$ cat src/rtl/core/mrpt_pkg.sv
package mrpt_pkg;

  localparam int CAND_W = 31;
  localparam int R_W    = 5;

  typedef logic [CAND_W-1:0] word_t;
  typedef logic [R_W-1:0]    count_t;

  localparam word_t  LIMIT_SMALL  = word_t'(1373653);
  localparam word_t  LIMIT_MEDIUM = word_t'(9080191);
  localparam count_t MUL_LAST     = count_t'(CAND_W - 1);

  typedef enum logic [3:0] {
    S_IDLE,
    S_SCREEN,
    S_SPLIT,
    S_BASE,
    S_EXP,
    S_MULX,
    S_SQB,
    S_CHECK,
    S_LOOP,
    S_SQX,
    S_EMIT
  } state_t;

  typedef enum logic [1:0] {
    SET_SMALL,
    SET_MEDIUM,
    SET_LARGE
  } base_set_t;

  typedef struct packed {
    logic  start;
    word_t op_a;
    word_t op_b;
    word_t modulus;
  } mul_req_t;

  typedef struct packed {
    logic  busy;
    logic  done;
    word_t product;
  } mul_rsp_t;

  function automatic logic [1:0] base_count(input base_set_t set_sel);
    logic [1:0] cnt;
    unique case (set_sel)
      SET_SMALL:  cnt = 2'd2;
      SET_MEDIUM: cnt = 2'd2;
      SET_LARGE:  cnt = 2'd3;
      default:    cnt = 2'd0;
    endcase
    return cnt;
  endfunction

  function automatic word_t base_value(input base_set_t set_sel, input logic [1:0] idx);
    word_t val;
    val = '0;
    unique case (set_sel)
      SET_SMALL: begin
        unique case (idx)
          2'd0:    val = word_t'(2);
          2'd1:    val = word_t'(3);
          default: val = '0;
        endcase
      end
      SET_MEDIUM: begin
        unique case (idx)
          2'd0:    val = word_t'(31);
          2'd1:    val = word_t'(73);
          default: val = '0;
        endcase
      end
      SET_LARGE: begin
        unique case (idx)
          2'd0:    val = word_t'(2);
          2'd1:    val = word_t'(7);
          2'd2:    val = word_t'(61);
          default: val = '0;
        endcase
      end
      default: val = '0;
    endcase
    return val;
  endfunction

  // Residue mod 3 by digit sums: 16 and 4 are both 1 mod 3.
  function automatic logic mod3_zero(input word_t v);
    logic [31:0] w;
    logic [6:0]  s1;
    logic [4:0]  s2;
    logic [2:0]  s3;
    w  = {1'b0, v};
    s1 = '0;
    for (int i = 0; i < 8; i++) begin
      s1 = s1 + 7'(w[4*i +: 4]);
    end
    s2 = 5'(s1[3:0]) + 5'(s1[6:4]);
    s3 = 3'(s2[1:0]) + 3'(s2[3:2]) + 3'(s2[4]);
    return (s3 == 3'd0) || (s3 == 3'd3) || (s3 == 3'd6);
  endfunction

endpackage

$ cat src/rtl/core/mrpt_mulmod.sv
module mrpt_mulmod (
  input  logic               clk,
  input  logic               rst,
  input  mrpt_pkg::mul_req_t req,
  output mrpt_pkg::mul_rsp_t rsp
);

  logic                      busy;
  logic                      done;
  mrpt_pkg::count_t          cnt;
  mrpt_pkg::word_t           acc;
  mrpt_pkg::word_t           mcand;
  mrpt_pkg::word_t           mplier;
  mrpt_pkg::word_t           modulus;

  logic [mrpt_pkg::CAND_W:0] dbl;
  logic [mrpt_pkg::CAND_W:0] dbl_red;
  logic [mrpt_pkg::CAND_W:0] sum;
  logic [mrpt_pkg::CAND_W:0] sum_red;
  logic [mrpt_pkg::CAND_W:0] mod_ext;
  mrpt_pkg::word_t           addend;

  // One multiplier bit per cycle, MSB first: acc = 2*acc + bit*a, reduced twice.
  always_comb begin
    mod_ext = {1'b0, modulus};
    dbl     = {acc, 1'b0};
    dbl_red = (dbl >= mod_ext) ? (dbl - mod_ext) : dbl;
    addend  = mplier[mrpt_pkg::CAND_W-1] ? mcand : '0;
    sum     = dbl_red + {1'b0, addend};
    sum_red = (sum >= mod_ext) ? (sum - mod_ext) : sum;
  end

  always_ff @(posedge clk) begin
    if (rst) begin
      busy <= 1'b0;
      done <= 1'b0;
    end else begin
      done <= 1'b0;
      if (req.start) begin
        busy <= 1'b1;
      end else if (busy && (cnt == mrpt_pkg::MUL_LAST)) begin
        busy <= 1'b0;
        done <= 1'b1;
      end
    end
  end

  always_ff @(posedge clk) begin
    if (req.start) begin
      acc     <= '0;
      mcand   <= req.op_a;
      mplier  <= req.op_b;
      modulus <= req.modulus;
      cnt     <= '0;
    end else if (busy) begin
      acc    <= sum_red[mrpt_pkg::CAND_W-1:0];
      mplier <= {mplier[mrpt_pkg::CAND_W-2:0], 1'b0};
      cnt    <= cnt + mrpt_pkg::count_t'(1);
    end
  end

  assign rsp.busy    = busy;
  assign rsp.done    = done;
  assign rsp.product = acc;

endmodule

$ cat config.mk
export PLATFORM = sky130hd
export DESIGN_NAME = mrpt_mulmod
export DESIGN_NICKNAME = d
export VERILOG_FILES = /design/src/rtl/core/mrpt_pkg.sv /design/src/rtl/core/mrpt_mulmod.sv
export SDC_FILE = /design/constraint.sdc
export NUM_CORES = 1
export LEC_CHECK = 0
export BUFFER_PORTS_ARGS = -buffer_cell sky130_fd_sc_hd__buf_2
export CAP_MARGIN = 20
export CELL_PAD_IN_SITES_DETAIL_PLACEMENT = 1
export CELL_PAD_IN_SITES_GLOBAL_PLACEMENT = 2
export CORE_MARGIN = 10
export CORE_UTILIZATION = 37
export CTS_CLUSTER_DIAMETER = 80
export CTS_CLUSTER_SIZE = 16
export DETAILED_ROUTE_END_ITERATION = 12
export PLACE_DENSITY_LB_ADDON = 0.05
export SLEW_MARGIN = 10
export SYNTH_ARGS = -nofsm -noshare
export SYNTH_HDL_FRONTEND = slang
export SYNTH_SLANG_ARGS = --single-unit
$ cat constraint.sdc
create_clock -name clk -period 10.1 [get_ports clk]
set_clock_uncertainty 0.2 [all_clocks]
set_input_delay 2.525 -clock clk [delete_from_list [all_inputs] [get_ports clk]]
set_output_delay 2.525 -clock clk [all_outputs]
set_load 0.02 [all_outputs]
==> results by group <==
Die
  – Die height: between 150 and 200 µm
  – Core area: about 26000 µm²
  – Die area: 33700 µm²
  – Initial Util: 0.378
  – I/O Pins: around 130
  – Std cell rows: 59
  – Chip Width: about 180 µm

Clock tree
  – Root buffer cell: clkbuf_16
  – H-tree Lvls: 4
  – Clock sink count: 131
  – Post-CTS setup buffers: 0
  – CTS Buffer Depth: 2
  – Hold_buf cts: 0
  – Clk_lat worst skew: ~0.43 ns
  – Inserted Clock Buffers: 17
  – TritonCTS clock tree: built
  – Reg clk slew, reported paths: approximately 0.07 ns
  – Post-cts repair resize count: 0

Synth
  – Syn Std Cell Area: 9900 µm²
  – #FFs+latches synth: 131
  – Synth Warn #: 0
  – Yosys top cell by area: edfxtp_1
  – Synth Area per Inst: around 9.6 µm²
  – Commonest register cell after synthesis: edfxtp_1
  – Post-Syn Nets: ~1.2k
  – Sequential fraction of the synthesis area: 0.359
  – Top post-synthesis cells by area: edfxtp_1 (28%), ha_1 (12%), dfxtp_1 (7.7%)
  – Synthesized instance count: slightly above 1k
  – Unique masters post-synth: about 70
  – Asr flop ratio synth: 0
  – Yosys top cell area share: 0.282
  – Number of enable flip-flop cells after synthesis: 93

Global route
  – Antenna violations before repair: 0
  – Largest net degree at the start of global routing: between 60 and 70
  – Vias in the first global route: between 8k and 9k
  – Overflow after GRT: 0
  – Global-route wire length before repair: about 49000 µm
  – GRT Total Usage: 0.186

Power and ir drop
  – Pwr/cell area: ~370 nW/µm²
  – Sw frac: 0.486
  – VDD IR max: 0.274 mV
  – Flop pwr share: 0.167
  – Part of the power in the clock network: 0.152
  – Power Internal: about 2.2 mW
  – P_sw: approximately 2.1 mW
  – Combinational fraction of design power: 0.681
  – Lkg Pwr: roughly 5.1 nW

Setup path
  – Worst Path Arrival: roughly 9 ns
  – Worst Path Required: 10.17 ns
  – CP max stage delay: 0.54 ns
  – CP Buf/Inv Count: 2
  – Worst Setup Start Kind: register
  – Reg-to-reg slack, setup: about 1.3 ns
  – Origin of the critical flop-to-flop path: modulus[0]
  – CP endpoint kind: register
  – Slowest library cell on the worst path: a211o_2
  – Reg2reg end: acc[15]
  – Worst Path Max Fanout: 44
  – Worst-case reg-to-reg path depth: 31
  – Delay-heaviest family, CP: compound AO/OA/AOI/OAI gates
  – Critical path class: reg2reg

STA
  – Final setup viols: 0
  – Slew @ Worst Pin: 1.08 ns
  – Final slew viol count: 0
  – Setup TNS Final: 0 ns
  – Final Cycle Share: 0.868
  – Slew Limit Headroom: 0.279
  – RSZ-0062 raised after global routing: false
  – Minimum clock period: slightly below 9 ns
  – Maximum clock rate: 0.114 GHz
  – Hold WS: roughly 0.31 ns
  – Hold Vio Cnt, Final: 0

Cells and area
  – Layout cells sized above 1: 0.195
  – Fillers: slightly above 3k
  – Area of the multi-input gates: roughly 6000 µm²
  – Layout area overhead: 16.4%
  – Nets: 1356
  – Reg area: 3550 µm²
  – Commonest cells after routing, fill and taps aside: buf_2 (127), a21oi_1 (96), ha_1 (95)
  – Commonest non-fill, non-tap cell in the layout: buf_2
  – Inserted Diodes: 0

Placed design
  – Post-DP HPWL: about 24000 µm
  – RePlAce Congestion: approximately 0.85
  – IO Port Bufs: around 130

Detailed routing
  – Number of routed nets with antenna violations: 0
  – Drt wl/cell: 20.5 µm
  – Via count: 8212
  – Post-Route WL: 31000 µm
  – DRT Pass-1 Iters: 5
  – Post-DR vias/cell: approximately 5.4
  – DRT iter0 DRCs: 350
  – # DRC: 0

Worst hold path
  – Min-delay src: acc[19]
  – Hold Path Depth: 2
  – Worst hold path endpoint: acc[19]
  – Hold WC Path Type: reg2reg

Outcome
  – Status: finished, final reports clean

Flow run
  – Max cap viols: 0
-- sequential cells by signal, summed over array words and instances (netlist names) --
name / flops
busy: 1
cnt: 5
modulus: 31
mcand: 31
acc: 31
mplier: 31
done: 1
-- power by group through the flow --
stage          logic (mW)  clock network [mW]  registers, mW
2_1_floorplan        2.22                   0          0.744
3_3_place_gp         2.90                   0          0.728
3_5_place_dp         2.91                   0          0.729
4_1_cts              2.94               0.669          0.717
5_1_grt              3.26               0.690          0.725
6_report             2.92               0.651          0.714
-- logic make-up (layout without fill, tap and decap cells) --
logic type / Yosys count / in the layout / synth area share
AOI/OAI and AO/OA: 298 / 298 / 0.200
xor gates and xnor gates: 87 / 87 / 0.0770
adders and majority gates: 98 / 98 / 0.126
buffers and inverters: 94 / 233 / 0.0380
DFF: 131 / 131 / 0.359
muxes: 58 / 58 / 0.0639
and+or+nand+nor: 270 / 270 / 0.136
-- area by class of cell --
class	instances	area share
Tap cell	335	0.0364
Clock buffer	17	0.0369
Inverter	65	0.0212
Multi-Input combinational cell	811	0.518
Timing Repair Buffer	136	0.0627
Clock inverter	15	0.0163
Sequential cell	131	0.308
-- cells in the mapped netlist (all sizes together), types with 35 or more instances --
cell / number
inv: 65
dfxtp: 38
a21o: 40
a21oi: 97
nand2: 55
ha: 95
nor2: 69
xnor2: 60
o21ai: 51
and2: 35
mux2: 42
edfxtp: 93
-- tightest hold or removal path: cells and delay by family, from the launching register on --
family / cells / cell delay [ns]
DFF: 1 / 0.34
AOI/OAI and AO/OA: 1 / 0.07
and+or+nand+nor: 1 / 0.06
-- metal layers --
metal,vias to the layer above,track usage,share of wire
met5,-,0,0
li1,4081,-,-
met1,3952,0.234,0.46
met3,24,0.0358,0.039
met2,155,0.320,0.49
met4,0,0.0403,0.012
-- per-stage QoR --
stage	worst slack (ns)	power, mW	area (µm²)	instances	util
after floorplan	2.87	2.96	9900	1036	-
after global placement	1.41	3.63	10900	1477	0.415
after detailed placement	1.40	3.64	10900	1478	0.417
after CTS	1.37	4.32	11500	1510	0.440
after global routing	0.714	4.67	11500	1510	0.440
final	1.33	4.28	11500	1510	0.440
-- how the worst max path moves through the flow --
stage	end	start	depth (start not counted)
floorplan	acc[7]	acc[0]	33
global placement	acc[30]	modulus[0]	31
detailed placement	acc[15]	modulus[0]	31
CTS	acc[15]	modulus[0]	31
global route	acc[30]	modulus[0]	31
finish	acc[15]	modulus[0]	31
Power figures use the tool's default switching activity.
